==> src/h264rtp_pkg.sv <==
// types and constants of the h.264 rtp packetizer
package h264rtp_pkg;

  localparam int IN_DATA_W  = 72;
  localparam int OUT_DATA_W = 120;

  localparam logic [7:0] NAL_TYPE_MASK = 8'h1f;
  localparam logic [7:0] NRI_MASK      = 8'h60;
  localparam logic [7:0] F_NRI_MASK    = 8'he0;
  localparam logic [7:0] TYPE_STAP_A   = 8'd24;
  localparam logic [7:0] TYPE_FU_A     = 8'd28;
  localparam logic [7:0] FU_START_BIT  = 8'h80;
  localparam logic [7:0] FU_END_BIT    = 8'h40;
  localparam logic [6:0] FU_PREFIX_LEN = 7'd2;
  localparam logic [6:0] STAP_PREFIX_LEN = 7'd5;

  localparam logic [10:0] RST_MAX_PKT = 11'd1400;
  localparam logic [6:0]  RST_HDR     = 7'd12;
  localparam logic [7:0]  RST_KHZ     = 8'd90;

  typedef enum logic [1:0] {
    REG_MAX_PKT = 2'd0,
    REG_HDR     = 2'd1,
    REG_KHZ     = 2'd2
  } reg_idx_t;

  typedef enum logic {
    OP_NAL  = 1'b0,
    OP_PAIR = 1'b1
  } op_t;

  typedef enum logic [1:0] {
    KIND_SINGLE = 2'd0,
    KIND_FU     = 2'd1,
    KIND_STAP   = 2'd2
  } kind_t;

  typedef enum logic [1:0] {
    ST_IDLE,
    ST_MUL,
    ST_EMIT
  } state_t;

  typedef struct packed {
    logic        start;
    logic [31:0] ms;
    logic [7:0]  khz;
  } mul_req_t;

  typedef struct packed {
    logic        done;
    logic [31:0] prod;
  } mul_rsp_t;

endpackage

==> src/h264rtp_tsmul.sv <==
// shift-and-add timestamp multiplier, one multiplier bit per cycle
module h264rtp_tsmul (
  input  logic                  clk,
  input  logic                  rst_n,
  input  h264rtp_pkg::mul_req_t req,
  output h264rtp_pkg::mul_rsp_t rsp
);
  import h264rtp_pkg::*;

  logic [31:0] acc_r, acc_nxt;
  logic [31:0] a_r, a_nxt;
  logic [7:0]  b_r, b_nxt;
  logic [2:0]  cnt_r, cnt_nxt;
  logic        busy_r, busy_nxt;
  logic        done_r, done_nxt;

  always_comb begin
    acc_nxt  = acc_r;
    a_nxt    = a_r;
    b_nxt    = b_r;
    cnt_nxt  = cnt_r;
    busy_nxt = busy_r;
    done_nxt = 1'b0;
    if (req.start) begin
      acc_nxt  = '0;
      a_nxt    = req.ms;
      b_nxt    = req.khz;
      cnt_nxt  = '0;
      busy_nxt = 1'b1;
    end else if (busy_r) begin
      // the one shared adder
      if (b_r[0]) begin
        acc_nxt = acc_r + a_r;
      end
      a_nxt   = {a_r[30:0], 1'b0};
      b_nxt   = {1'b0, b_r[7:1]};
      cnt_nxt = cnt_r + 3'd1;
      if (cnt_r == 3'd7) begin
        busy_nxt = 1'b0;
        done_nxt = 1'b1;
      end
    end
  end

  always_ff @(posedge clk) begin
    if (!rst_n) begin
      busy_r <= 1'b0;
      done_r <= 1'b0;
      cnt_r  <= '0;
    end else begin
      busy_r <= busy_nxt;
      done_r <= done_nxt;
      cnt_r  <= cnt_nxt;
    end
  end

  always_ff @(posedge clk) begin
    acc_r <= acc_nxt;
    a_r   <= a_nxt;
    b_r   <= b_nxt;
  end

  assign rsp.done = done_r;
  assign rsp.prod = acc_r;

endmodule

==> src/h264_rtp_packetizer.sv <==
// top level of the h.264 rtp packetizer
// Turns H.264 NAL unit descriptors into RTP packet descriptors.
// Input channel in_*: one word per NAL unit (in_tuser = 0) or per SPS/PPS
// pair (in_tuser = 1), in_tlast = last NAL of the access unit.
// Output channel out_*: one word per RTP packet; out_tuser is the packet
// kind (single, FU-A, STAP-A) and out_tlast marks the final packet of the
// input word. cfg_* writes max packet size, header size and clock in kHz;
// the user must write them only while the block is idle; the block does
// not enforce it. A NAL word runs through the shift-and-add timestamp
// multiplier (one multiplier bit per cycle); once the product is taken,
// its packet words go to out_*, one packet word per cycle as long as the
// receiver takes them. An SPS/PPS pair with a nonzero size moves the block
// to the emit state, which puts its one packet word in the output register.
// in_tready is high only when no word is in work, so a new word is taken
// only once the last packet word of the previous one is in the output
// register. FU-A runs are limited to MAX_FRAGMENTS words.
// When the receiver stalls, the output register holds its word and
// descriptor generation waits. Reset clears the sequence number and
// timestamp to zero, restores register defaults and empties the block;
// the first packet after reset has sequence number 1.
module h264_rtp_packetizer #(
  parameter int MAX_FRAGMENTS = 64
) (
  input  logic                                clk,
  input  logic                                rst_n,
  // first_byte, nal_size, pps_size, capture_time_ms
  input  logic [h264rtp_pkg::IN_DATA_W-1:0]   in_tdata,
  input  logic                                in_tuser,   // operation
  input  logic                                in_tlast,   // last_in_frame
  input  logic                                in_tvalid,
  output logic                                in_tready,
  // seq_number, rtp_timestamp, marker, prefix_first, prefix_second,
  // payload_offset, payload_length, packet_length, zero pad
  output logic [h264rtp_pkg::OUT_DATA_W-1:0]  out_tdata,
  output logic [1:0]                          out_tuser,  // packet_kind
  output logic                                out_tlast,  // last_of_run
  output logic                                out_tvalid,
  input  logic                                out_tready,
  input  logic                                cfg_we,
  input  logic [1:0]                          cfg_addr,
  input  logic [10:0]                         cfg_wdata
);
  import h264rtp_pkg::*;

  localparam int CNT_W = (MAX_FRAGMENTS > 2) ? $clog2(MAX_FRAGMENTS) : 1;
  localparam logic [CNT_W-1:0] LAST_FRAG = CNT_W'(MAX_FRAGMENTS - 1);

  // configuration registers
  logic [10:0] max_r;
  logic [6:0]  hdr_r;
  logic [7:0]  khz_r;

  always_ff @(posedge clk) begin
    if (!rst_n) begin
      max_r <= RST_MAX_PKT;
      hdr_r <= RST_HDR;
      khz_r <= RST_KHZ;
    end else if (cfg_we) begin
      case (reg_idx_t'(cfg_addr))
        REG_MAX_PKT: max_r <= cfg_wdata;
        REG_HDR:     hdr_r <= cfg_wdata[6:0];
        REG_KHZ:     khz_r <= cfg_wdata[7:0];
        default:     ;
      endcase
    end
  end

  // input fields
  logic        in_op;
  logic [7:0]  in_fb;
  logic [15:0] in_size;
  logic [15:0] in_pps;
  logic [31:0] in_ms;
  logic        in_go;
  logic        in_fits;

  assign in_op   = in_tuser;
  assign in_fb   = in_tdata[7:0];
  assign in_size = in_tdata[23:8];
  assign in_pps  = in_tdata[39:24];
  assign in_ms   = in_tdata[71:40];
  assign in_go   = in_tvalid && in_tready;
  assign in_fits = ({10'd0, hdr_r} + {1'b0, in_size}) <= {6'd0, max_r};

  // state
  state_t         state_r, state_nxt;
  kind_t          kind_r;
  logic [7:0]     fb_r;
  logic [15:0]    size_r;
  logic [15:0]    pps_r;
  logic           lif_r;
  logic [15:0]    seq_r;
  logic [31:0]    ts_r;
  logic [15:0]    rem_r;
  logic [15:0]    off_r;
  logic [CNT_W-1:0] cnt_r;
  logic           first_r;

  mul_req_t mul_req;
  mul_rsp_t mul_rsp;

  h264rtp_tsmul u_mul (
    .clk   (clk),
    .rst_n (rst_n),
    .req   (mul_req),
    .rsp   (mul_rsp)
  );

  assign mul_req.start = in_go && (op_t'(in_op) == OP_NAL);
  assign mul_req.ms    = in_ms;
  assign mul_req.khz   = khz_r;

  // output register
  logic               out_valid_r;
  logic [OUT_DATA_W-1:0] out_data_r;
  logic [1:0]         out_kind_r;
  logic               out_last_r;
  logic               emit_go;

  assign in_tready  = (state_r == ST_IDLE);
  assign emit_go    = (state_r == ST_EMIT) && (!out_valid_r || out_tready);
  assign out_tvalid = out_valid_r;
  assign out_tdata  = out_data_r;
  assign out_tuser  = out_kind_r;
  assign out_tlast  = out_last_r;

  // descriptor for the current packet
  logic [12:0] cap_full;
  logic [10:0] cap;
  logic [15:0] frag_len;
  logic [15:0] rem_after;
  logic        frag_end;
  logic [16:0] pair_sum;
  logic [17:0] pair_plen;
  logic        d_marker;
  logic [7:0]  d_p1;
  logic [7:0]  d_p2;
  logic [15:0] d_off;
  logic [15:0] d_len;
  logic [15:0] d_plen;
  logic        d_last;
  logic [15:0] seq_next;

  always_comb begin
    cap_full  = {2'd0, max_r} - {6'd0, hdr_r} - {6'd0, FU_PREFIX_LEN};
    // too little room still moves one byte per fragment
    cap       = (cap_full[12] || cap_full == 13'd0) ? 11'd1 : cap_full[10:0];
    frag_len  = (rem_r > {5'd0, cap}) ? {5'd0, cap} : rem_r;
    rem_after = rem_r - frag_len;
    frag_end  = (rem_after == 16'd0) || (cnt_r == LAST_FRAG);
    pair_sum  = {1'b0, size_r} + {1'b0, pps_r};
    pair_plen = {11'd0, hdr_r} + {11'd0, STAP_PREFIX_LEN} + {1'b0, pair_sum};
    seq_next  = seq_r + 16'd1;
    d_marker  = 1'b0;
    d_p1      = '0;
    d_p2      = '0;
    d_off     = '0;
    d_len     = size_r;
    d_plen    = {9'd0, hdr_r} + size_r;
    d_last    = 1'b1;
    case (kind_r)
      KIND_SINGLE: begin
        d_marker = lif_r;
      end
      KIND_FU: begin
        d_marker = frag_end && lif_r;
        d_p1     = (fb_r & NRI_MASK) | TYPE_FU_A;
        d_p2     = (fb_r & NAL_TYPE_MASK) | (first_r ? FU_START_BIT : 8'd0)
                   | (frag_end ? FU_END_BIT : 8'd0);
        d_off    = off_r;
        d_len    = frag_len;
        d_plen   = {9'd0, hdr_r} + {9'd0, FU_PREFIX_LEN} + frag_len;
        d_last   = frag_end;
      end
      KIND_STAP: begin
        d_p1   = (fb_r & F_NRI_MASK) | TYPE_STAP_A;
        d_len  = pair_sum[16] ? 16'hffff : pair_sum[15:0];
        d_plen = (pair_plen[17:16] != 2'd0) ? 16'hffff : pair_plen[15:0];
      end
      default: ;
    endcase
  end

  // next state
  always_comb begin
    state_nxt = state_r;
    case (state_r)
      ST_IDLE: begin
        if (in_go) begin
          if (op_t'(in_op) == OP_NAL) begin
            state_nxt = ST_MUL;
          end else if (in_size != 16'd0 || in_pps != 16'd0) begin
            state_nxt = ST_EMIT;
          end
        end
      end
      ST_MUL: begin
        if (mul_rsp.done) begin
          state_nxt = ST_EMIT;
        end
      end
      ST_EMIT: begin
        if (emit_go && d_last) begin
          state_nxt = ST_IDLE;
        end
      end
      default: state_nxt = ST_IDLE;
    endcase
  end

  always_ff @(posedge clk) begin
    if (!rst_n) begin
      state_r     <= ST_IDLE;
      seq_r       <= '0;
      ts_r        <= '0;
      out_valid_r <= 1'b0;
    end else begin
      state_r <= state_nxt;
      if (mul_rsp.done) begin
        ts_r <= mul_rsp.prod;
      end
      if (emit_go) begin
        seq_r       <= seq_next;
        out_valid_r <= 1'b1;
      end else if (out_tready) begin
        out_valid_r <= 1'b0;
      end
    end
  end

  // item fields and fragment walk
  always_ff @(posedge clk) begin
    if (in_go) begin
      fb_r    <= in_fb;
      size_r  <= in_size;
      pps_r   <= in_pps;
      lif_r   <= in_tlast;
      rem_r   <= (in_size != 16'd0) ? in_size - 16'd1 : 16'd0;
      off_r   <= 16'd1;
      cnt_r   <= '0;
      first_r <= 1'b1;
      if (op_t'(in_op) == OP_PAIR) begin
        kind_r <= KIND_STAP;
      end else if (in_fits) begin
        kind_r <= KIND_SINGLE;
      end else begin
        kind_r <= KIND_FU;
      end
    end else if (emit_go) begin
      rem_r   <= rem_after;
      off_r   <= off_r + frag_len;
      cnt_r   <= cnt_r + CNT_W'(1);
      first_r <= 1'b0;
    end
  end

  always_ff @(posedge clk) begin
    if (emit_go) begin
      out_data_r <= {7'd0, d_plen, d_len, d_off, d_p2, d_p1, d_marker, ts_r, seq_next};
      out_kind_r <= kind_r;
      out_last_r <= d_last;
    end
  end

endmodule

==> config.mk <==
export PLATFORM = sky130hd
export DESIGN_NAME = h264_rtp_packetizer
export DESIGN_NICKNAME = d
export VERILOG_FILES = /design/src/h264rtp_pkg.sv /design/src/h264rtp_tsmul.sv /design/src/h264_rtp_packetizer.sv
export SDC_FILE = /design/constraint.sdc
export NUM_CORES = 1
export LEC_CHECK = 0
export ABC_AREA = 1
export ABC_CLOCK_PERIOD_IN_PS = 6900
export BUFFER_PORTS_ARGS = -buffer_cell sky130_fd_sc_hd__buf_2
export CAP_MARGIN = 0
export CORE_AREA = 3 3 267 269
export CTS_BUF_LIST = sky130_fd_sc_hd__clkbuf_8
export CTS_CLUSTER_SIZE = 16
export DETAILED_ROUTE_END_ITERATION = 8
export DIE_AREA = 0 0 270 272
export PLACE_DENSITY = 0.55
export SYNTH_ARGS = -nofsm -noshare
export SYNTH_HDL_FRONTEND = slang
export SYNTH_SLANG_ARGS = --single-unit
==> constraint.sdc <==
create_clock -name clk -period 6.9 [get_ports clk]
set_clock_uncertainty 0.05 [all_clocks]
set_input_delay 1.38 -clock clk [delete_from_list [all_inputs] [get_ports clk]]
set_output_delay 1.38 -clock clk [all_outputs]
set_load 0.03 [all_outputs]
==> results of run 1 <==
==> metal layers <==
layer  vias up  GRT usage, %  part of all wire [%]
met2       379          26.9                    47
met4         4          5.30                   3.2
met5         -             0                 0.037
met1      7977          20.2                    45
met3        96          2.63                   4.6
li1       8870             -                     -
==> final timing paths <==
path,slack (ns),depth (start not counted),start,end
max,0.53,41,hdr_r[3]$_SDFFE_PN1P_,out_tdata[107]$_DFFE_PP_
min,0.38,0,ts_r[22]$_SDFFE_PN0P_,out_tdata[38]$_DFFE_PP_
max reg2reg,0.53,41,hdr_r[3]$_SDFFE_PN1P_,out_tdata[107]$_DFFE_PP_
min reg2reg,0.38,0,ts_r[22]$_SDFFE_PN0P_,out_tdata[38]$_DFFE_PP_
==> cell usage after synthesis, types with 3 or more instances <==
library cell | n | area (um^2)
a211oi_1 | 7 | 52.6
a21boi_0 | 3 | 22.5
a21o_1 | 9 | 67.6
a21oi_1 | 168 | 841
a31oi_1 | 6 | 37.5
and3_1 | 4 | 25.0
buf_1 | 3 | 11.3
buf_2 | 5 | 25.0
buf_4 | 12 | 90.1
clkbuf_1 | 55 | 206
clkinv_1 | 4 | 15.0
dfxtp_1 | 137 | 2740
edfxtp_1 | 211 | 6340
fa_1 | 9 | 180
ha_1 | 153 | 1910
inv_1 | 306 | 1150
inv_2 | 6 | 22.5
nand2_1 | 561 | 2110
nand2_2 | 3 | 18.8
nand3_1 | 136 | 681
nand3_2 | 7 | 70.1
nand3b_1 | 4 | 30.0
nand4_1 | 26 | 163
nor2_1 | 235 | 882
nor2_2 | 6 | 37.5
nor3_1 | 28 | 140
nor4_1 | 8 | 50.1
o2111ai_1 | 3 | 26.3
o211ai_1 | 15 | 113
o21a_1 | 7 | 52.6
o21ai_0 | 167 | 836
o21ai_1 | 16 | 80.1
o21bai_1 | 28 | 210
o221ai_1 | 4 | 35.0
o22ai_1 | 14 | 87.6
or2_2 | 14 | 87.6
xnor2_1 | 29 | 254
xor2_1 | 73 | 639
xor2_2 | 3 | 48.8
==> cell type report <==
cell class | instances | share of cell area (%)
timing repair buffer | 225 | 4.86
clock inverter | 50 | 1.95
inverter | 316 | 4.94
sequential | 348 | 37.6
multi-input combinational | 1791 | 42.2
clock buffer | 64 | 3.65
tap | 931 | 4.82
==> power breakdown <==
part / internal [W] / switching, W / total (W)
clock: 0.00118 / 0.000926 / 0.00210
sequential: 0.00253 / 0.000212 / 0.00274
combinational: 0.000962 / 0.00173 / 0.00269
==> per-stage QoR <==
stage	instances	worst slack (ns)
floorplan	2530	0.988
global placement	3609	0.296
detailed placement	3609	0.305
CTS	3723	0.250
global route	3725	0.0436
finish	3725	0.528
==> cell families (layout without fill, tap and decap cells) <==
| family | after synthesis | count (layout) | synth area share (%) |
|---|---|---|---|
| other | 1 | 14 | 0.0181 |
| flip-flops | 348 | 348 | 43.9 |
| XOR/XNOR | 105 | 105 | 4.55 |
| AND/OR/NAND/NOR | 1045 | 1045 | 21.4 |
| AO/OA/AOI/OAI | 465 | 465 | 12.7 |
| adder cells (fa/ha/maj) | 162 | 162 | 10.1 |
| buffers and inverters | 391 | 655 | 7.34 |
==> state kept, by name, summed over array words and instances (netlist names), 8 cells and up <==
register and cells:
size_r 16, ts_r 32, pps_r 16, fb_r 8, off_r 16, max_r 11, u_mul.acc_r 32, seq_r 16
u_mul.b_r 8, out_tdata 109, khz_r 8, rem_r 16, u_mul.a_r 32
==> layout by cell type, fill, tap and decap left out, types with 9 or more instances in the layout <==
cell and count:
nand2_1 558, inv_1 309, nor2_1 234, edfxtp_1 211
buf_2 207, a21oi_1 166, o21ai_0 165, ha_1 151
nand3_1 136, dfxtp_1 135, xor2_1 73, clkbuf_8 64
nor3_1 28, xnor2_1 28, o21bai_1 28, nand4_1 26
o21ai_1 17, buf_4 17, o211ai_1 15, or2_2 14
clkinv_1 14, o22ai_1 14, conb_1 14, clkinvlp_4 10
clkinv_2 10, inv_2 9, a21o_1 9, fa_1 9
==> what timing repair did <==
action	CTS	global route
setup endpoints to repair	0	8
resized for setup	0	16
buffers inserted	0	1
hold buffers	0	0
==> worst max-delay path: cells and delay by family, from the launching register on <==
kind / cells / cell delay, ns
DFF: 1 / 0.51
and+or+nand+nor: 29 / 3.22
AOI/OAI and AO/OA: 5 / 0.63
adders and majority gates: 4 / 1.32
buffers and inverters: 3 / 0.39
==> impl_metrics.py, run 1 <==
metrics = {
    "timing": {
        "finalHoldViolCount": 0,
        "final.hold.worst_slack_ns": 0.375,
        "tightestPinTransition_ns": 1.02,
        "period_minus_slack_ns": 6.37,
        "setup_total_negative_slack_ns": 0,
        "rsz0062_at_grt": "false",
        "timing.max_slew.rel_slack_pct": 31.6,
        "report.final.setup_viol": 0,
        "drv_slew": 0,
        "min_period_over_period_pct": 92.3,
        "clock.fmax_mhz": 157,
    },
    "grt": {
        "first_global_vias": 16755,
        "grt_first_pass_wirelength_mm": 92.5,
        "gr-total-overflow": 0,
        "track_usage_pct": 15.7,
        "grt_max_degree": 77,
        "antenna_found_initial": 4,
    },
    "synth": {
        "synth_flop_cell": "edfxtp_1",
        "synth-seq-cells": 348,
        "synth_enable_flop_cells": 211,
        "postSynthCellCount": 2517,
        "yosys.cell_types.count": 60,
        "ys.warnings.count": 0,
        "synth.avg_cell_area_um2": 8.22,
        "async_reset_ff_share_pct": 0,
        "synth_area_mm2": 0.0207,
        "part_of_the_yosys_area_used_for_sequential_elements_pct": 43.9,
    },
    "finish": {
        "final_layout_size_suffix_gt1_share_pct": 14.2,
        "syn_to_final_growth_pct": 16.8,
        "multi_input_comb_area_mm2": 0.0102,
        "layout.area.seq_mm2": 0.00908,
        "design.final.nets": 2997,
        "finish.instance_area_mm2": 0.0242,
        "fillerInstances": 7272,
        "finish.utilization_pct": 35.1,
        "antennaDiodeCount": 0,
    },
    "drt": {
        "final_antenna_net_count": 0,
        "first_pass_iters": 5,
        "routed-via-count": 17326,
        "detail_route.wirelength_mm": 58.8,
        "detail_route.iter0.violations": 1033,
        "wl_per_cell_um": 15.8,
        "drcViolationCount": 0,
        "vias_per_cell": 4.65,
    },
    "placement": {
        "port-buffer-count": 206,
        "dpl.hpwl_mm": 44.2,
        "finalWeightedCongestion": 0.904,
        "detailed_place.area_mm2": 0.0228,
    },
    "flow_run": {
        "cap_viol_max_count": 0,
    },
    "clock_tree": {
        "h-tree-depth": 2,
        "cts_tree": "yes",
        "cts_buffers": 61,
        "clk_path_buf_depth": 3,
        "cts.sinks": 348,
        "clk_transition_reported_paths_ns": 0.06,
        "clock-root-buffer": "clkbuf_8",
        "insertion_delay_ns": 0.66,
    },
    "worst_setup_path": {
        "timing.critical_path.to_type": "flip-flop",
        "timing.critical_path.slowest_cell_delay_ns": 0.51,
        "crit_top_cell": "nand2_1",
        "setup.worst_path.start_class": "flip-flop",
        "critPathArrivalTime_ns": 6.74,
        "cp_slowest_cell": "dfxtp_1",
        "path_class": "reg -> reg",
        "worst-path-max-fanout": 11,
        "timing.critical_path.required_ns": 7.26,
    },
    "floorplan": {
        "pin_count": 217,
        "design.die.area_mm2": 0.0734,
        "die_w_um": 270,
        "placement_rows": 96,
        "fp.coreArea_mm2": 0.0688,
        "die_h_um": 272,
        "floorplan.initialDensity_pct": 30.1,
    },
    "outcome": {
        "outcome": "complete, no violations",
    },
    "pwr": {
        "leakage_nw": 11.3,
        "powerDensity_mw_per_mm2": 312,
        "vdd_ir_drop_max_mv": 0.145,
        "report.power.total_w": 0.00754,
    },
    "worst_hold_path": {
        "worst_hold_path_type": "reg -> reg",
    },
}
Power figures use the tool's default switching activity.
==> inputs of run 2 (changes only) <==
--- a/config.mk
+++ b/config.mk
@@ -14,6 +14,7 @@
 export CTS_CLUSTER_SIZE = 16
 export DETAILED_ROUTE_END_ITERATION = 8
 export DIE_AREA = 0 0 270 272
+export MAX_ROUTING_LAYER = met4
 export PLACE_DENSITY = 0.55
 export SYNTH_ARGS = -nofsm -noshare
 export SYNTH_HDL_FRONTEND = slang
==> impl_metrics.py, run 2 (synthesis gave the netlist of run 1 again) <==
metrics = {
    "flow_run": {
        "cap_viol_max_count": 0,
    },
    "timing": {
        "min_period_over_period_pct": 92.4,
        "timing.max_slew.rel_slack_pct": 24.8,
        "drv_slew": 0,
        "period_minus_slack_ns": 6.37,
        "tightestPinTransition_ns": 1.12,
        "finalHoldViolCount": 0,
        "clock.fmax_mhz": 157,
        "setup_total_negative_slack_ns": 0,
        "final.hold.worst_slack_ns": 0.374,
        "timing.final.ws_setup_ns": 0.526,
        "report.final.setup_viol": 0,
    },
    "grt": {
        "grt_first_pass_wirelength_mm": 93.1,
        "layer_with_the_highest_usage_after_global_routing": "met2",
        "use_met2_pct": 27.2,
        "grt_max_degree": 77,
        "antenna_found_initial": 3,
        "track_usage_pct": 16.4,
        "use_met3_pct": 2.87,
        "gr-total-overflow": 0,
        "first_global_vias": 16871,
        "use_met1_pct": 20.5,
    },
    "clock_tree": {
        "ctsHoldBuffers": 0,
        "cts_buffers": 66,
        "cts.sinks": 348,
        "cts_tree": "yes",
        "clk_path_buf_depth": 3,
        "clk_transition_reported_paths_ns": 0.06,
        "h-tree-depth": 3,
        "clock-root-buffer": "clkbuf_8",
        "insertion_delay_ns": 0.62,
    },
    "floorplan": {
        "die_h_um": 272,
        "pin_count": 217,
        "design.die.area_mm2": 0.0734,
        "die_w_um": 270,
        "fp.coreArea_mm2": 0.0688,
        "placement_rows": 96,
        "floorplan.initialDensity_pct": 30.1,
    },
    "drt": {
        "drcViolationCount": 0,
        "wl_per_cell_um": 15.9,
        "detail_route.iter0.violations": 1201,
        "final_antenna_net_count": 0,
        "first_pass_iters": 5,
        "detail_route.wirelength_mm": 59.3,
        "routed-via-count": 17248,
        "vias_per_cell": 4.62,
    },
    "finish": {
        "finish.instance_area_mm2": 0.0241,
        "layout_common_cells": "nand2_1, inv_1, nor2_1",
        "design.final.nets": 3000,
        "syn_to_final_growth_pct": 16.5,
        "fillerInstances": 7244,
        "finish.utilization_pct": 35.0,
        "flip_flop_count_of_the_largest_register_all_copies_and_words_added": 109,
        "final_layout_size_suffix_gt1_share_pct": 13.8,
        "most_common_cell_after_layout_fill_and_taps_aside": "nand2_1",
    },
    "worst_hold_path": {
        "worst_hold_path_type": "reg -> reg",
        "hold_path_startpoint": "ts_r[20]$_SDFFE_PN0P_",
    },
    "worst_setup_path": {
        "path_class": "reg -> reg",
        "setup.worst_path.start": "hdr_r[6]$_SDFFE_PN0P_",
        "rr_startpoint": "hdr_r[6]$_SDFFE_PN0P_",
        "timing.critical_path.slowest_cell_delay_ns": 0.56,
        "timing.critical_path.required_ns": 7.24,
        "worst-path-max-fanout": 11,
        "crit_top_cell": "nand2_1",
        "critPathArrivalTime_ns": 6.71,
        "cp_slowest_cell": "dfxtp_1",
        "setup.worst_path.start_class": "flip-flop",
        "timing.critical_path.to_type": "flip-flop",
    },
    "placement": {
        "post_place_setup_slack_ns": 0.345,
        "detailed_place.area_mm2": 0.0227,
        "finalWeightedCongestion": 0.907,
        "port-buffer-count": 206,
        "dpl.hpwl_mm": 44.4,
    },
    "pwr": {
        "leakage_nw": 11.3,
        "vdd_ir_drop_max_mv": 0.140,
        "powerDensity_mw_per_mm2": 311,
    },
    "outcome": {
        "outcome": "complete, no violations",
    },
}
[run 2: cell count changes in the layout (fill, tap and decap cells not counted), moves of 2 or more]
cell and change:
clkinvlp_4 -5, clkinv_2 -3, inv_1 +12, clkinv_4 -2
buf_4 -2, diode_2 +4, bufinv_16 -4, clkbuf_8 +9
[run 2: where the power goes]
group | switching [W] | internal (W) | leakage [nW] | total [W]
registers | 0.000213 | 0.00253 | 3.12 | 0.00275
logic | 0.00174 | 0.000959 | 7.45 | 0.00270
clock network | 0.000925 | 0.00113 | 0.737 | 0.00205
[run 2: cell type report]
type | instances | area, um^2 | area share, %
Clock inverter | 47 | 322 | 1.33
Inverter | 316 | 1190 | 4.94
Clock buffer | 73 | 1000 | 4.17
Multi-Input combinational cell | 1791 | 10200 | 42.2
Sequential cell | 348 | 9080 | 37.7
Timing Repair Buffer | 223 | 1160 | 4.81
Tap cell | 931 | 1160 | 4.83
Antenna cell | 4 | 10.0 | 0.0415
[run 2: path summary, 6_finish.rpt]
path,slack (ns),depth (start not counted),endpoint
min,0.37,0,out_tdata[36]$_DFFE_PP_
max,0.53,39,out_tdata[107]$_DFFE_PP_
min reg2reg,0.37,0,out_tdata[36]$_DFFE_PP_
max reg2reg,0.53,39,out_tdata[107]$_DFFE_PP_
[run 2: per-layer routing]
layer,part of all wire (%),vias to the layer above
li1,-,8890
met1,45,7867
met3,5.3,76
met4,2.4,0
met5,0,-
met2,47,415
[run 2: stage by stage]
step | power, W | std cells
2_1_floorplan | 0.00473 | 2530
3_3_place_gp | 0.00544 | 3607
3_5_place_dp | 0.00544 | 3607
4_1_cts | 0.00755 | 3727
5_1_grt | 0.00808 | 3730
6_report | 0.00750 | 3733
[run 2: repair_timing]
action                     in CTS  in global routing
setup endpoints to repair       0                  8
gates resized for setup         0                 14
buffers inserted                0                  1
[run 2: worst max-delay path: cells and delay by family (launching register included)]
family / cells / cell delay (ns)
compound gates: 4 / 0.56
fa+ha+maj: 4 / 1.32
buf+inv: 5 / 0.77
flops: 1 / 0.56
simple gates: 26 / 2.88
==> inputs of run 3 (changes only) <==
--- a/config.mk
+++ b/config.mk
@@ -5,15 +5,14 @@
 export SDC_FILE = /design/constraint.sdc
 export NUM_CORES = 1
 export LEC_CHECK = 0
-export ABC_AREA = 1
 export ABC_CLOCK_PERIOD_IN_PS = 6900
 export BUFFER_PORTS_ARGS = -buffer_cell sky130_fd_sc_hd__buf_2
 export CAP_MARGIN = 0
-export CORE_AREA = 3 3 267 269
+export CORE_AREA = 3 3 264 266
 export CTS_BUF_LIST = sky130_fd_sc_hd__clkbuf_8
-export CTS_CLUSTER_SIZE = 16
 export DETAILED_ROUTE_END_ITERATION = 8
-export DIE_AREA = 0 0 270 272
+export DIE_AREA = 0 0 267 269
+export GPL_ROUTABILITY_DRIVEN = 0
 export MAX_ROUTING_LAYER = met4
 export PLACE_DENSITY = 0.55
 export SYNTH_ARGS = -nofsm -noshare
==> impl_metrics.py, run 3 <==
metrics = {
    "outcome": {
        "outcome": "finished, violations left",
        "failed_checks": "negative setup slack",
    },
    "placement": {
        "port-buffer-count": 206,
        "dpl.hpwl_mm": 43.0,
        "dp_cells": 3162,
    },
    "grt": {
        "grt_max_degree": 74,
        "track_usage_pct": 16.3,
        "antenna_found_initial": 7,
        "gr-total-overflow": 0,
        "grt_first_pass_wirelength_mm": 89.3,
        "first_global_vias": 16559,
    },
    "synth": {
        "synth.avg_cell_area_um2": 9.74,
        "yosys.cell_types.count": 76,
        "ys_top_cells_by_count": "nand2_1, edfxtp_1, ha_1, dfxtp_1",
        "ys.warnings.count": 0,
        "postSynthCellCount": 2074,
        "synth-seq-cells": 348,
        "yosys-top-cells-area": "edfxtp_1, dfxtp_1, ha_1",
        "part_of_the_yosys_area_used_for_sequential_elements_pct": 45.0,
        "async_reset_ff_share_pct": 0,
        "yosysMostFrequentCell": "nand2_1",
        "synth_enable_flop_cells": 211,
        "synth_area_mm2": 0.0202,
        "synth_largest_type_area_fraction_pct": 31.4,
        "synth_top_area_cell": "edfxtp_1",
        "synth_flop_cell": "edfxtp_1",
    },
    "drt": {
        "vias_per_cell": 4.97,
        "final_antenna_net_count": 0,
        "detail_route.wirelength_mm": 58.4,
        "detail_route.iter0.violations": 973,
        "wl_per_cell_um": 17.7,
        "first_pass_iters": 5,
        "routed-via-count": 16414,
        "drcViolationCount": 0,
    },
    "finish": {
        "most_common_cell_after_layout_fill_and_taps_aside": "nand2_1",
        "final_layout_size_suffix_gt1_share_pct": 20.6,
        "syn_to_final_growth_pct": 21.4,
        "fillerInstances": 6790,
        "design.final.nets": 2625,
        "layout_common_cells": "nand2_1, edfxtp_1, buf_2",
        "finish.utilization_pct": 36.4,
        "flip_flop_count_of_the_largest_register_all_copies_and_words_added": 109,
        "non_filler_instance_count_after_layout": 3303,
    },
    "worst_setup_path": {
        "timing.critical_path.to_type": "flip-flop",
        "critPathArrivalTime_ns": 7.46,
        "timing.critical_path.required_ns": 7.37,
        "cp_slowest_cell": "or4_1",
        "timing.critical_path.slowest_cell_delay_ns": 0.42,
        "setup.worst_path.start_class": "flip-flop",
        "worst-path-max-fanout": 5,
        "path_class": "reg -> reg",
    },
    "clock_tree": {
        "clk_path_buf_depth": 3,
        "cts.sinks": 348,
        "clock-root-buffer": "clkbuf_8",
        "cts_buffers": 67,
        "h-tree-depth": 3,
        "cts_tree": "yes",
        "clk_transition_reported_paths_ns": 0.06,
        "insertion_delay_ns": 0.65,
    },
    "timing": {
        "drv_slew": 0,
        "setup_total_negative_slack_ns": -0.0970,
        "finalHoldViolCount": 0,
        "tightestPinTransition_ns": 1.12,
        "timing.final.ws_setup_ns": -0.0952,
        "min_period_over_period_pct": 101,
        "period_minus_slack_ns": 7.00,
        "clock.fmax_mhz": 143,
        "rsz0062_at_grt": "true",
        "report.final.setup_viol": 2,
        "timing.max_slew.rel_slack_pct": 25.3,
    },
    "floorplan": {
        "floorplan.initialDensity_pct": 30.0,
        "placement_rows": 95,
        "design.die.area_mm2": 0.0718,
        "fp.coreArea_mm2": 0.0673,
        "die_w_um": 267,
        "die_h_um": 269,
        "pin_count": 217,
    },
    "pwr": {
        "powerDensity_mw_per_mm2": 282,
        "leakage_nw": 10.1,
        "vdd_ir_drop_max_mv": 0.155,
    },
    "flow_run": {
        "cap_viol_max_count": 0,
    },
    "worst_hold_path": {
        "worst_hold_path_type": "reg -> reg",
    },
}
[run 3: worst paths after layout]
check	slack [ns]	from	to	cells after the start
min	0.38	ts_r[3]$_SDFFE_PN0P_	out_tdata[19]$_DFFE_PP_	0
min reg2reg	0.38	ts_r[3]$_SDFFE_PN0P_	out_tdata[19]$_DFFE_PP_	0
max	-0.1	max_r[0]$_SDFFE_PN0P_	out_tdata[48]$_DFFE_PP_	34
max reg2reg	-0.1	max_r[0]$_SDFFE_PN0P_	out_tdata[48]$_DFFE_PP_	34
[run 3: layout make-up]
type,count,area (um^2),area share [%]
antenna,6,15.0,0.0612
clock buffer,73,1000,4.10
clock inverter,49,328,1.34
inverter,101,384,1.57
multi-input combinational,1558,10900,44.4
sequential,348,9080,37.1
tap,873,1090,4.46
timing repair buffer,295,1710,6.99
[run 3: power breakdown]
| group | internal, W | switching (W) |
|---|---|---|
| Clock | 0.00113 | 0.000935 |
| Combinational | 0.000986 | 0.00130 |
| Sequential | 0.00243 | 0.000144 |
[run 3: logic make-up after synthesis]
kind of cell	share of synthesized area (%)
flops	45.0
mux	2.94
fa+ha+maj	10.4
buf+inv	3.61
other cells	0.0186
simple gates	16.8
compound gates	15.0
xor+xnor	6.38
[run 3: through the flow]
stage                     hold slack (ns)  cell area, um^2  setup WS [ns]  total power [W]
after floorplan                     0.358            20300         0.0135          0.00404
after global placement              0.373            22600        -0.0146          0.00463
after detailed placement            0.363            22600         -0.299          0.00467
after CTS                           0.376            24100        0.00761          0.00684
after global routing                0.382            24500         -0.432          0.00737
final                               0.380            24500        -0.0952          0.00692
[run 3: critical path: cells and delay by family (launching register included)]
kind                       cells  cell delay (ns)
adders and majority gates      5             1.32
DFF                            1             0.32
buffers and inverters          5             0.34
and+or+nand+nor               11             1.97
AOI/OAI and AO/OA             13             2.88
[run 3: repair_timing]
action / CTS / global route
hold buffers: 0 / 0
resized for setup: 21 / 78
pin swaps: 12 / 46
endpoints found under the setup margin: 10 / 21
buffers inserted: 1 / 12
[run 3: metal layers]
layer  wire length [um]  track usage (%)  up-vias
li1                   -                -     8019
met1              24900             19.1     7776
met2              27800             27.0      474
met3               3530             3.48      145
met4               2140             7.31        0
met5                  0                -        -
